<file path="src/gbts_pkg.sv">
// Shared types and constants for the gap-buffer text store.
// Used by gbts_front, gbts_back and gap_buffer_text_store; depends on nothing.
package gbts_pkg;

  localparam int REQ_W    = 3;
  localparam int POS_W    = 13;
  localparam int CHAR_W   = 8;
  localparam int S_DATA_W = 24;  // req_type + position + char_in, whole bytes
  localparam int M_DATA_W = 40;  // status + char_out + text_length + cursor, padded

  // request codes on the input stream
  localparam logic [REQ_W-1:0] REQ_MOVE     = 3'd0;
  localparam logic [REQ_W-1:0] REQ_INSERT   = 3'd1;
  localparam logic [REQ_W-1:0] REQ_DEL_BACK = 3'd2;
  localparam logic [REQ_W-1:0] REQ_DEL_FWD  = 3'd3;
  localparam logic [REQ_W-1:0] REQ_READ     = 3'd4;
  localparam logic [REQ_W-1:0] REQ_CLEAR    = 3'd5;

  typedef enum logic [2:0] {
    OP_MOVE,
    OP_INSERT,
    OP_DEL_BACK,
    OP_DEL_FWD,
    OP_READ,
    OP_CLEAR,
    OP_BAD
  } op_t;

  typedef struct packed {
    op_t               op;
    logic [POS_W-1:0]  position;
    logic [CHAR_W-1:0] char_in;
  } cmd_t;

endpackage

</file>
<file path="src/gbts_front.sv">
// Front end of the gap-buffer text store: takes input items, decodes the
// request code and holds decoded commands in a two-entry queue. Uses gbts_pkg.
module gbts_front (
  input  logic                          clk,
  input  logic                          rst,
  input  logic                          s_tvalid,
  output logic                          s_tready,
  // s_tdata: req_type[2:0], position[15:3], char_in[23:16]
  input  logic [gbts_pkg::S_DATA_W-1:0] s_tdata,
  output logic                          cmd_valid,
  input  logic                          cmd_ready,
  output gbts_pkg::cmd_t                cmd
);
  import gbts_pkg::*;

  cmd_t       q [2];
  logic       wr_ptr;
  logic       rd_ptr;
  logic [1:0] count;
  cmd_t       in_cmd;
  logic       push;
  logic       pop;

  always_comb begin
    in_cmd.position = s_tdata[REQ_W +: POS_W];
    in_cmd.char_in  = s_tdata[REQ_W+POS_W +: CHAR_W];
    unique case (s_tdata[REQ_W-1:0])
      REQ_MOVE:     in_cmd.op = OP_MOVE;
      REQ_INSERT:   in_cmd.op = OP_INSERT;
      REQ_DEL_BACK: in_cmd.op = OP_DEL_BACK;
      REQ_DEL_FWD:  in_cmd.op = OP_DEL_FWD;
      REQ_READ:     in_cmd.op = OP_READ;
      REQ_CLEAR:    in_cmd.op = OP_CLEAR;
      default:      in_cmd.op = OP_BAD;
    endcase
  end

  assign s_tready  = (count != 2'd2);
  assign cmd_valid = (count != 2'd0);
  assign cmd       = q[rd_ptr];
  assign push      = s_tvalid && s_tready;
  assign pop       = cmd_valid && cmd_ready;

  always_ff @(posedge clk) begin
    if (push) begin
      q[wr_ptr] <= in_cmd;
    end
  end

  always_ff @(posedge clk) begin
    if (rst) begin
      wr_ptr <= 1'b0;
      rd_ptr <= 1'b0;
      count  <= 2'd0;
    end else begin
      if (push) wr_ptr <= ~wr_ptr;
      if (pop)  rd_ptr <= ~rd_ptr;
      unique case ({push, pop})
        2'b10:   count <= count + 2'd1;
        2'b01:   count <= count - 2'd1;
        default: count <= count;
      endcase
    end
  end

endmodule

</file>
<file path="config.mk">
export PLATFORM = sky130hd
export DESIGN_NAME = gbts_front
export DESIGN_NICKNAME = d
export VERILOG_FILES = /design/src/gbts_pkg.sv /design/src/gbts_front.sv
export SDC_FILE = /design/constraint.sdc
export NUM_CORES = 1
export LEC_CHECK = 0
export BUFFER_PORTS_ARGS = -buffer_cell sky130_fd_sc_hd__buf_2
export CORE_MARGIN = 3
export CORE_UTILIZATION = 47
export CTS_CLUSTER_DIAMETER = 50
export DETAILED_ROUTE_END_ITERATION = 12
export GPL_ROUTABILITY_DRIVEN = 0
export PLACE_DENSITY = 0.78
export SETUP_SLACK_MARGIN = 0.05
export SLEW_MARGIN = 15
export SYNTH_ARGS = -nofsm -noshare
export SYNTH_HDL_FRONTEND = slang
export SYNTH_SLANG_ARGS = --single-unit
</file>
<file path="constraint.sdc">
create_clock -name clk -period 3.5 [get_ports clk]
set_input_delay 0.525 -clock clk [delete_from_list [all_inputs] [get_ports clk]]
set_output_delay 0.525 -clock clk [all_outputs]
set_load 0.05 [all_outputs]
</file>
# Word level (Yosys, flattened, before mapping)
# Memory sizes are Yosys's and may differ from the RTL's. A register that Yosys moved wholly into a read port is not among the register bits.
# Index checks and enable logic that the tools add are counted.
[totals] in_bits=28 wordCells=27 output_inout_bits=26 mem_bits_rw=48 ff_bits=4 mem_count=1
[op_classes] n_eq_ne=8 n_bitwise=2 n_reduce_logical=5 muxes=6 addsub=2
[memory_table] name="q" words=2 word_bits=24 rd=1 rd_ports_with_merged_regs=1 wr=1 line_no="gbts_front.sv:16" rtl="cmd_t q [2];"
[op_table] cell="case mux 3 bit (6 select lines)" count=1
[op_table] cell="equality test 3 x 2 -> 1 bit, second input constant" count=2
[op_table] cell="equality test 3 bit, second input constant" count=2
[op_table] cell="two-way mux 1 bit" count=4
[op_table] cell="case mux 2 bit (2 select lines)" count=1
[op_table] cell="nonzero test 2 bit" count=2
[op_table] cell="equality test 3 x 1 -> 1 bit, second input constant" count=1
[op_table] cell="logical NOT 3 bit" count=1
[op_table] cell="adder 2 x 1 -> 2 bit, second input constant" count=1
[op_table] cell="equality test 2 x 1 -> 1 bit, second input constant" count=1
[op_table] cell="equality test 2 bit, second input constant" count=1
[op_table] cell="logical AND 1 bit" count=2
[op_table] cell="!= test 2 bit, second input constant" count=1
[op_table] cell="inverter 1 bit" count=2
[op_table] cell="subtractor 2 x 1 -> 2 bit, second input constant" count=1

# Logic depth before layout (Yosys ltp)
# Gate-level depths: netlist (run 1).
[logic_depth] depth_word=4 mapped_depth=6

# Worst setup path before layout (run 1)
# No wires, ideal clock.
[synth_timing] path_type="reg2reg" start="register count[0]" end="memory q[1][0] (netlist bit), enable pin" arrival_ns=1.646 stages_incl_launch_ff=3 setup_ns=0.383 required_ns=3.117 path_buffers=0 slack_ns=1.472 cell_sequence="dfxtp_1 nand2b_1 and3_1"
[synth_via] elab_chain_len=4
[synth_rtl] item="start, declared" line_no="gbts_front.sv:19" rtl="logic [1:0] count;"
[synth_rtl] item="start signal, assigned" line_no="gbts_front.sv:59" rtl="2'b10: count <= count + 2'd1;"
[synth_rtl] item="start signal, assigned" line_no="gbts_front.sv:60" rtl="2'b01: count <= count - 2'd1;"
[synth_rtl] item="start signal, assigned" line_no="gbts_front.sv:61" rtl="default: count <= count;"
[synth_rtl] item="!= test 2 bit" line_no="gbts_front.sv:38" rtl="assign s_tready = (count != 2'd2);"
[synth_rtl] item="via s_tready" line_no="gbts_front.sv:7" rtl="output logic s_tready,"
[synth_rtl] item="logical AND 1 bit" line_no="gbts_front.sv:41" rtl="assign push = s_tvalid && s_tready;"
[synth_rtl] item="two-way mux 1 bit" line_no="gbts_front.sv:45" rtl="if (push) begin"
[synth_rtl] item="two-way mux 1 bit (implied by the code)" line_no="gbts_front.sv:46" rtl="q[wr_ptr] <= in_cmd;"
[synth_rtl] item="end, declared" line_no="gbts_front.sv:16"
# The timed path passes the listed nets, and every way through them passes these cells.

==> run summary, run 1 <==
Status -> finished clean
R2R cell count -> 3
Slew @ Worst Pin -> 1.03 ns
Initial Util -> 51.0%
Sequential-to-total area share from yosys stat -> 78.5%
Worst EP required -> 2.97 ns
CTS Sinks -> 53
# placed instances -> 198
Vias -> 1055
Number of I/O port buffers -> 53
Post-Syn Area -> 1960 sq um
Die outline width -> 70.7 um
Clk Latency, worst-skew pair -> 0.29 ns
Fmax -> 403 MHz
Ports -> 54
VDD IR max -> 559 uV
Worst setup SP type -> register
Cell count after synthesis -> 102
Rel. slew slack -> 30.9%
Die span in y -> 70.7 um
Finished Layout Cells -> 206
Fillers -> 290
Hold Fails Final Rpt -> 0
Clk buf depth -> 2
# DRC -> 0
Arr. time, crit path -> 1.96 ns
Post-route ant nets -> 0
Reg-to-Reg End -> q[0][21]
Post_cts resized -> 0
Finished Core Util -> 61.0%
Hpwl dp -> 2180 um
Flop and latch count out of synthesis -> 53
Final worst slack -> 1.02 ns
Hold wc startpoint -> s_tdata[14]
Largest net degree at the start of global routing -> 25
Root Buffer -> clkbuf_8
Fin crit period -> 2.48 ns
Type of the tightest min-delay check -> input pin to register
Post-synth cell types -> 21
FF-to-FF Start -> count[0]
Slew Viols, Final -> 0
Number of global-route vias before repair -> 1064
Initial antenna violation count -> 0
First-pass GRT wire length -> 5130 um
Grt total ovfl -> 0
Router iterations before antenna repair -> 4
Die area -> 4990 sq um
GRT Util Overall -> 13.7%
Syn_area_per_cell -> 19.3 sq um
H-tree levels -> 2
Clock buffer count from CTS -> 5
R2r setup slk -> 1.69 ns
Ratio of cells with drive above 1 in the final layout -> 55.1%
Crit Path Max Fanout -> 24
WL/cell -> 15.5 um
Max-Cap Viols -> 0
Final setup violation count -> 0
Leak Pwr -> 0.890 nW
Ant. Diodes -> 0
Nets -> 186
Power per standard cell area -> 837 nW/um^2
Setup TNS -> 0 ns
Skew final -> 0.00161 ns
Routed wire length -> 3200 um
RSZ-0062 raised after global routing -> no
Critical path capture point type -> output pin
Placement Setup Slack -> 1.30 ns
Layout area overhead -> 19.7%
DR vias/cell -> 5.12
Post-CTS setup buffer count -> 0
Num rows -> 22
Reg area -> 1540 sq um
Core area -> 3850 sq um
Worst setup path end -> cmd[5]
Ys Warns -> 0
Initial drt markers -> 59
Fin crit share -> 71.0%
Setup CP Type -> register to output pin
Area of the multi-input gates -> 398 sq um
Syn_nets -> 131
Hold buffer count at CTS -> 0
TritonCTS clock tree -> built
Clock Pin Slew Worst Setup and Hold Paths -> 0.08 ns
==> cells by family (layout without fill, tap and decap cells) <==
family,count (synthesis),in the layout,share of synthesized area (%)
compound gates,6,6,2.04
xor+xnor,3,3,1.34
fa+ha+maj,1,1,0.637
buf+inv,6,62,1.34
flops,53,53,78.5
mux,24,24,13.8
simple gates,9,9,2.42
==> power by group <==
group | switching (W) | total [W] | internal [W]
sequential | 0.0000716 | 0.000876 | 0.000804
combinational | 0.000545 | 0.000775 | 0.000230
clock | 0.000177 | 0.000316 | 0.000139
total | 0.000793 | 0.00197 | 0.00117
==> worst min path at each step <==
| stage | to | slack [ns] | depth (start not counted) |
|---|---|---|---|
| 2_1_floorplan | count[1] | 0.47 | 2 |
| 3_3_place_gp | count[1] | 0.49 | 2 |
| 3_5_place_dp | rd_ptr | 0.51 | 2 |
| 4_1_cts | q[1][19] | 0.40 | 1 |
| 5_1_grt | q[0][16] | 0.40 | 1 |
| 6_report | q[1][19] | 0.42 | 1 |
==> cell type report <==
cell class                 instances  share of cell area [%]
sequential                        53                    65.6
multi-input combinational         43                    16.9
timing repair buffer              53                    11.3
clock buffer                       6                    3.09
tap                               48                    2.55
clock inverter                     2                   0.426
inverter                           1                   0.160
==> cell usage after synthesis, drive strengths merged <==
cell	instances	area (sq um)
xnor2	2	17.5
inv	1	3.75
nand2b	1	6.26
buf	3	15.0
nand2	1	3.75
mux2	24	270
nand3b	1	7.51
a21bo	1	10.0
or3	1	6.26
o21ai	1	5.00
nor2	3	11.3
a21boi	1	7.51
clkbuf	2	7.51
o21a	1	7.51
and3	1	6.26
dfxtp	5	100
xor2	1	8.76
ha	1	12.5
edfxtp	48	1440
a21oi	2	10.0
or2	1	6.26
==> per-layer routing <==
| metal | track usage [%] | wire length, um |
|---|---|---|
| met3 | 5.97 | 268 |
| met1 | 15.6 | 1250 |
| met4 | 5.64 | 23 |
| met5 | 0 | 0 |
| met2 | 22.7 | 1650 |
==> layout by cell type, fill, tap and decap left out <==
master     n
ha_1       1
or3_1      1
nand2b_1   1
o21a_1     1
a21bo_2    1
nor2_1     3
mux2_2    24
edfxtp_1  48
o21ai_0    1
a21oi_1    2
xor2_1     1
clkbuf_1   1
clkinv_2   2
xnor2_1    2
buf_2     53
nand2_1    1
clkbuf_8   5
a21boi_0   1
or2_2      1
dfxtp_1    5
inv_1      1
and3_2     1
nand3b_1   1
==> flip-flops by register name, indices dropped and copies added, names as in the netlist, named ones only <==
signal / cells
wr_ptr: 1
q: 48
rd_ptr: 1
count: 2
==> per-stage QoR <==
stage / cell area [sq um] / hold WS (ns) / total power, W
finish: 2350 / 0.417 / 0.00197
CTS: 2350 / 0.402 / 0.00199
global route: 2350 / 0.395 / 0.00207
detailed placement: 2270 / 0.515 / 0.00167
global placement: 2270 / 0.489 / 0.00165
floorplan: 1960 / 0.474 / 0.00151
==> critical path, stage by stage (launching register included) <==
cell	delay, ns
dfxtp_1	1.01
mux2_2	0.44
buf_2	0.22
Power figures use the tool's default switching activity.
==> inputs of run 2 (changes only) <==
--- a/config.mk
+++ b/config.mk
@@ -5,13 +5,14 @@
 export SDC_FILE = /design/constraint.sdc
 export NUM_CORES = 1
 export LEC_CHECK = 0
+export ABC_AREA = 1
 export BUFFER_PORTS_ARGS = -buffer_cell sky130_fd_sc_hd__buf_2
 export CORE_MARGIN = 3
 export CORE_UTILIZATION = 47
 export CTS_CLUSTER_DIAMETER = 50
 export DETAILED_ROUTE_END_ITERATION = 12
 export GPL_ROUTABILITY_DRIVEN = 0
-export PLACE_DENSITY = 0.78
+export PLACE_DENSITY = 0.77
 export SETUP_SLACK_MARGIN = 0.05
 export SLEW_MARGIN = 15
 export SYNTH_ARGS = -nofsm -noshare
==> constraint.sdc (replaced) <==
create_clock -name clk -period 2.5 [get_ports clk]
set_input_delay 0.375 -clock clk [delete_from_list [all_inputs] [get_ports clk]]
set_output_delay 0.375 -clock clk [all_outputs]
set_load 0.05 [all_outputs]
==> run 2 against run 1 <==
Sequential share of layout area is 4.1 points lower. Combinational power is 7.1% higher. Total power is 24% higher. Cell count is 9.7% higher. Wire length is 6.5% higher. Synthesized cell count is 14% higher. Clock power is 53% higher. Register-to-register slack worse by 0.89 ns. Critical path depth is 1 higher. Global-route usage is 0.54 points higher. Non-clock buffer count is 4 higher.
==> run summary, run 2 <==
Regs by FF count -> q (48), count (2)
Worst-path cell chain -> buf_4, mux2_4, buf_2
Clock Pin Slew Worst Setup and Hold Paths -> 0.09 ns
Multiplexer share of the synthesized area -> 16.5%
Synth area leader -> edfxtp_1
Ports -> 54
Die outline width -> 72.8 um
Nets -> 204
Most common cell after layout, fill and taps aside -> buf_2
Arr. time, crit path -> 1.48 ns
Die area -> 5300 sq um
GRT Util Overall -> 14.2%
Initial antenna violation count -> 0
CP max stage delay -> 0.35 ns
Clk Latency, worst-skew pair -> 0.30 ns
VDD IR max -> 559 uV
WL/cell -> 15.1 um
RSZ-0062 raised after global routing -> no
Syn_area_per_cell -> 18.1 sq um
# DRC -> 0
Leak Pwr -> 1.01 nW
Crit Path Max Fanout -> 14
Status -> finished clean
Fmax -> 540 MHz
DR vias/cell -> 4.79
Rel. slew slack -> 67.2%
Post-route ant nets -> 0
Sequential-to-total area share from yosys stat -> 73.5%
Post-synth cell types -> 18
Worst EP required -> 2.12 ns
Worst setup SP type -> register
Ratio of cells with drive above 1 in the final layout -> 52.8%
Post_cts resized -> 0
Hpwl dp -> 2510 um
First-pass GRT wire length -> 5540 um
Hold Fails Final Rpt -> 0
Hold buffer count at CTS -> 0
H-tree levels -> 2
Ys Warns -> 0
Largest register FFs -> 48
Flop and latch count out of synthesis -> 53
Sequential share of power -> 46.0%
Synth Area in Compound Gates -> 1.55%
Largest net degree at the start of global routing -> 19
Max-Cap Viols -> 0
Most numerous cell in the Yosys netlist -> edfxtp_1
WHS -> 0.251 ns
Post-CTS setup buffer count -> 0
Initial Util -> 50.6%
TritonCTS clock tree -> built
CP max-delay cell -> dfxtp_1
Comb pwr share -> 34.1%
Top cells by area, synth -> edfxtp_1, mux2_4, dfxtp_1
Critical path capture point type -> output pin
Vias -> 1083
Setup TNS -> 0 ns
Routed wire length -> 3410 um
Pint -> 0.00155 W
Synth async-reset ratio -> 0%
Post-Synth Simple-Gate Area -> 3.64%
Net Switching -> 0.000881 W
Initial drt markers -> 55
Core area -> 4140 sq um
Type of the tightest min-delay check -> input pin to register
Post-Syn Area -> 2100 sq um
Ant. Diodes -> 0
Number of I/O port buffers -> 53
Synth Area in Adders -> 0.597%
EDFF count, synth -> 48
Num rows -> 23
Clk buf depth -> 2
Fin crit share -> 74.1%
Largest reg by FF count -> q
Slew Viols, Final -> 0
Grt total ovfl -> 0
Clk pwr share -> 19.9%
Router iterations before antenna repair -> 4
Final setup violation count -> 0
Layout area overhead -> 19.6%
Syn_nets -> 145
Post-synthesis xor/xnor area fraction -> 0%
Skew final -> 0.00471 ns
Leading cell types in the layout, fill and taps excluded -> buf_2, edfxtp_1, mux2_4
Setup CP Type -> register to output pin
Fin crit period -> 1.85 ns
Largest family of logic cells by synthesized area -> multiplexers
Number of global-route vias before repair -> 1175
Yosys top cell area share -> 68.7%
Top_reg_cell synth -> edfxtp_1
Root Buffer -> clkbuf_8
Die span in y -> 72.8 um
Clock buffer count from CTS -> 5
Power per standard cell area -> 969 nW/um^2
Slew @ Worst Pin -> 0.491 ns
Top cells by count, synth -> edfxtp_1, mux2_4, nor2_1
CTS Sinks -> 53
Switch share -> 36.2%
Cell count after synthesis -> 116
## run 2: changes by cell type after synthesis, moves of 2 or more
cell	previous run	this run
buf_12	0	2
mux2_2	24	4
nand2_1	1	7
inv_1	1	7
xnor2_1	2	0
nor2_1	3	10
mux2_4	0	20
buf_2	3	0
## run 2: metal layers
layer / wire (um) / global-route usage [%] / part of all wire (%)
met2: 1740 / 23.9 / 51
met3: 227 / 5.51 / 6.7
met1: 1390 / 16.3 / 41
met5: 0 / 0 / 0
met4: 45 / 5.53 / 1.3
## run 2: worst paths after layout
check             depth (start not counted)   startpoint  slack, ns       end
setup / recovery                          3     register       0.65   cmd[10]
hold / removal                            1  s_tdata[14]       0.25  q[0][19]
setup reg to reg                          5     count[0]       0.80  q[1][14]
hold reg to reg                           2       rd_ptr       0.52  register
## run 2: through the flow
step | utilization [%] | instance area [sq um] | setup WS (ns) | cells | power (W)
detailed placement | 58.2 | 2410 | 0.832 | 218 | 0.00198
CTS | 60.5 | 2510 | 0.611 | 226 | 0.00247
global route | 60.5 | 2510 | 0.571 | 226 | 0.00255
floorplan | - | 2100 | 0.263 | 116 | 0.00183
global placement | 58.2 | 2410 | 0.938 | 218 | 0.00195
finish | 60.5 | 2510 | 0.647 | 226 | 0.00243
## run 2: cell type report
| cell class | instances | area, sq um |
|---|---|---|
| fill | 343 | 1640 |
| sequential | 53 | 1540 |
| multi-input combinational | 50 | 472 |
| timing repair buffer | 57 | 308 |
| clock buffer | 5 | 68.8 |
| tap | 50 | 62.6 |
| inverter | 8 | 30.0 |
| clock inverter | 3 | 26.3 |
## run 2: power by group through the flow
stage          clock network [W]  registers [W]  logic, W
6_report                0.000483        0.00112  0.000830
5_1_grt                 0.000543        0.00113  0.000877
4_1_cts                 0.000505        0.00112  0.000841
3_5_place_dp                   0        0.00114  0.000839
3_3_place_gp                   0        0.00113  0.000816
2_1_floorplan                  0        0.00113  0.000698
## run 2: worst max-delay path: cells and delay by family (launching register included)
family                 cells  cell delay [ns]
buffers and inverters      2             0.49
multiplexers               1             0.33
flip-flops                 1             0.35
## run 2: cell families (layout without fill, tap and decap cells)
family / Yosys count / in the layout
AO/OA/AOI/OAI: 6 / 6
adder cells (fa/ha/maj): 1 / 1
buffers and inverters: 13 / 73
AND/OR/NAND/NOR: 19 / 19
flip-flops: 53 / 53
multiplexers: 24 / 24
==> inputs of run 3 (changes only) <==
--- a/config.mk
+++ b/config.mk
@@ -5,14 +5,14 @@
 export SDC_FILE = /design/constraint.sdc
 export NUM_CORES = 1
 export LEC_CHECK = 0
-export ABC_AREA = 1
+export ABC_AREA = 0
 export BUFFER_PORTS_ARGS = -buffer_cell sky130_fd_sc_hd__buf_2
 export CORE_MARGIN = 3
-export CORE_UTILIZATION = 47
+export CORE_UTILIZATION = 46
 export CTS_CLUSTER_DIAMETER = 50
 export DETAILED_ROUTE_END_ITERATION = 12
 export GPL_ROUTABILITY_DRIVEN = 0
-export PLACE_DENSITY = 0.77
+export PLACE_DENSITY = 0.79
 export SETUP_SLACK_MARGIN = 0.05
 export SLEW_MARGIN = 15
 export SYNTH_ARGS = -nofsm -noshare
==> constraint.sdc (replaced) <==
create_clock -name clk -period 1.5 [get_ports clk]
set_input_delay 0.225 -clock clk [delete_from_list [all_inputs] [get_ports clk]]
set_output_delay 0.225 -clock clk [all_outputs]
set_load 0.05 [all_outputs]
==> run 3 against run 2 <==
The run now ends with negative setup slack left. Sequential power increased by 79%. Via count decreased by 0.74%. Utilization increased by 5.3 points. Die area decreased by 3.9%. Worst hold slack got worse by 0.14 ns. Clock power increased by 64%. Cell count decreased by 4.9%. Non-clock buffer count increased by 3. Critical path depth unchanged. Global-route usage increased by 0.65 points. Sequential cell count unchanged. Largest cell class unchanged. Largest power group is now combinational cells.
==> run summary, run 3 (same netlist as run 1, synthesis figures left out) <==
Slew Viols, Final -> 0
Ant. Diodes -> 0
Die span in y -> 71.4 um
Fin crit period -> 1.57 ns
Initial drt markers -> 81
Root Buffer -> clkbuf_8
Power per standard cell area -> 1980 nW/um^2
Nets -> 193
Fin crit share -> 104%
RSZ-0062 raised after global routing -> yes
H-tree levels -> 2
Vias -> 1075
Largest reg by FF count -> q
CTS Sinks -> 53
WL/cell -> 16.0 um
Core area -> 4060 sq um
Slew @ Worst Pin -> 0.253 ns
Largest net degree at the start of global routing -> 19
Grt total ovfl -> 0
Ports -> 54
Grt met2 use -> 25.5%
# DRC -> 0
Number of global-route vias before repair -> 1187
WHS -> 0.109 ns
Number of I/O port buffers -> 53
Clock Pin Slew Worst Setup and Hold Paths -> 0.09 ns
Worst setup SP type -> register
Final setup violation count -> 24
Critical path capture point type -> output pin
Grt met3 use -> 4.21%
Placement Setup Slack -> 0.0650 ns
Final worst slack -> -0.0670 ns
Initial Util -> 48.4%
Most common cell after layout, fill and taps aside -> edfxtp_1
TritonCTS clock tree -> built
Regs by FF count -> q (48), count (2)
Leak Pwr -> 0.999 nW
Rel. slew slack -> 83.2%
Initial antenna violation count -> 0
Hold Fails Final Rpt -> 0
GRT Util Overall -> 14.9%
First-pass GRT wire length -> 5650 um
Largest register FFs -> 48
Total power -> 0.00528 W
Crit Path Max Fanout -> 12
Leading cell types in the layout, fill and taps excluded -> edfxtp_1, buf_2, buf_6
Violated checks -> negative setup slack
Busiest grt layer -> met2
DR vias/cell -> 5.00
Met1 usage -> 17.8%
VDD IR max -> 1050 uV
Clk buf depth -> 2
Die outline width -> 71.4 um
Ratio of cells with drive above 1 in the final layout -> 62.4%
Num rows -> 23
Setup CP Type -> register to output pin
Post-CTS setup buffer count -> 0
Hold buffer count at CTS -> 0
Layout area overhead -> 36.0%
Status -> finished, violations left
Router iterations before antenna repair -> 4
Skew final -> 0.00387 ns
Worst EP required -> 1.27 ns
Arr. time, crit path -> 1.34 ns
Clock buffer count from CTS -> 5
Type of the tightest min-delay check -> input pin to register
Routed wire length -> 3430 um
Clk Latency, worst-skew pair -> 0.30 ns
Fmax -> 638 MHz
Max-Cap Viols -> 0
Die area -> 5090 sq um
Post-route ant nets -> 0
Hpwl dp -> 2410 um
[run 3: through the flow]
stage	util, %	setup TNS [ns]	instance area (sq um)	cells
final	65.8	-1.18	2670	215
after global routing	65.8	-2.22	2670	215
after CTS	64.5	-1.91	2620	215
after detailed placement	58.1	0	2360	206
after global placement	58.1	0	2360	206
after floorplan	-	0	1990	102
[run 3: critical path, cell delays in order (launching register included)]
cell	delay [ns]
dfxtp_4	0.39
buf_12	0.14
mux2_2	0.35
buf_6	0.16
[run 3: worst paths after layout]
kind	start	endpoint	slack, ns	cells past startpoint
worst max-delay path	register	cmd[15]	-0.07	3
worst min-delay path	s_tdata[8]	q[0][13]	0.11	1
worst max register to register	count[1]	count[1]	0.10	5
worst min register to register	count[1]	count[1]	0.54	2
[run 3: repair_timing]
item,CTS,global route
gates resized for setup,53,13
setup endpoints to repair,25,25
cloned,1,0
pin swaps,0,1
[run 3: cell type report]
type                       count  area [sq um]
clock inverter                 3          26.3
clock buffer                   5          68.8
inverter                       1          7.51
timing repair buffer          60           512
multi-input combinational     43           444
fill                         286          1390
tap                           50          62.6
sequential                    53          1550
[run 3: metal layers]
metal  vias up  share of wire, %
met1       521                37
li1        508                 -
met2        42                55
met4         0               1.0
met3         4               7.1
met5         -                 0
[run 3: power by group]
group          leakage, nW  internal, W  total (W)  switching (W)
Sequential           0.492      0.00189    0.00200       0.000112
Combinational        0.465      0.00102    0.00249        0.00147
Clock               0.0423     0.000339   0.000792       0.000453
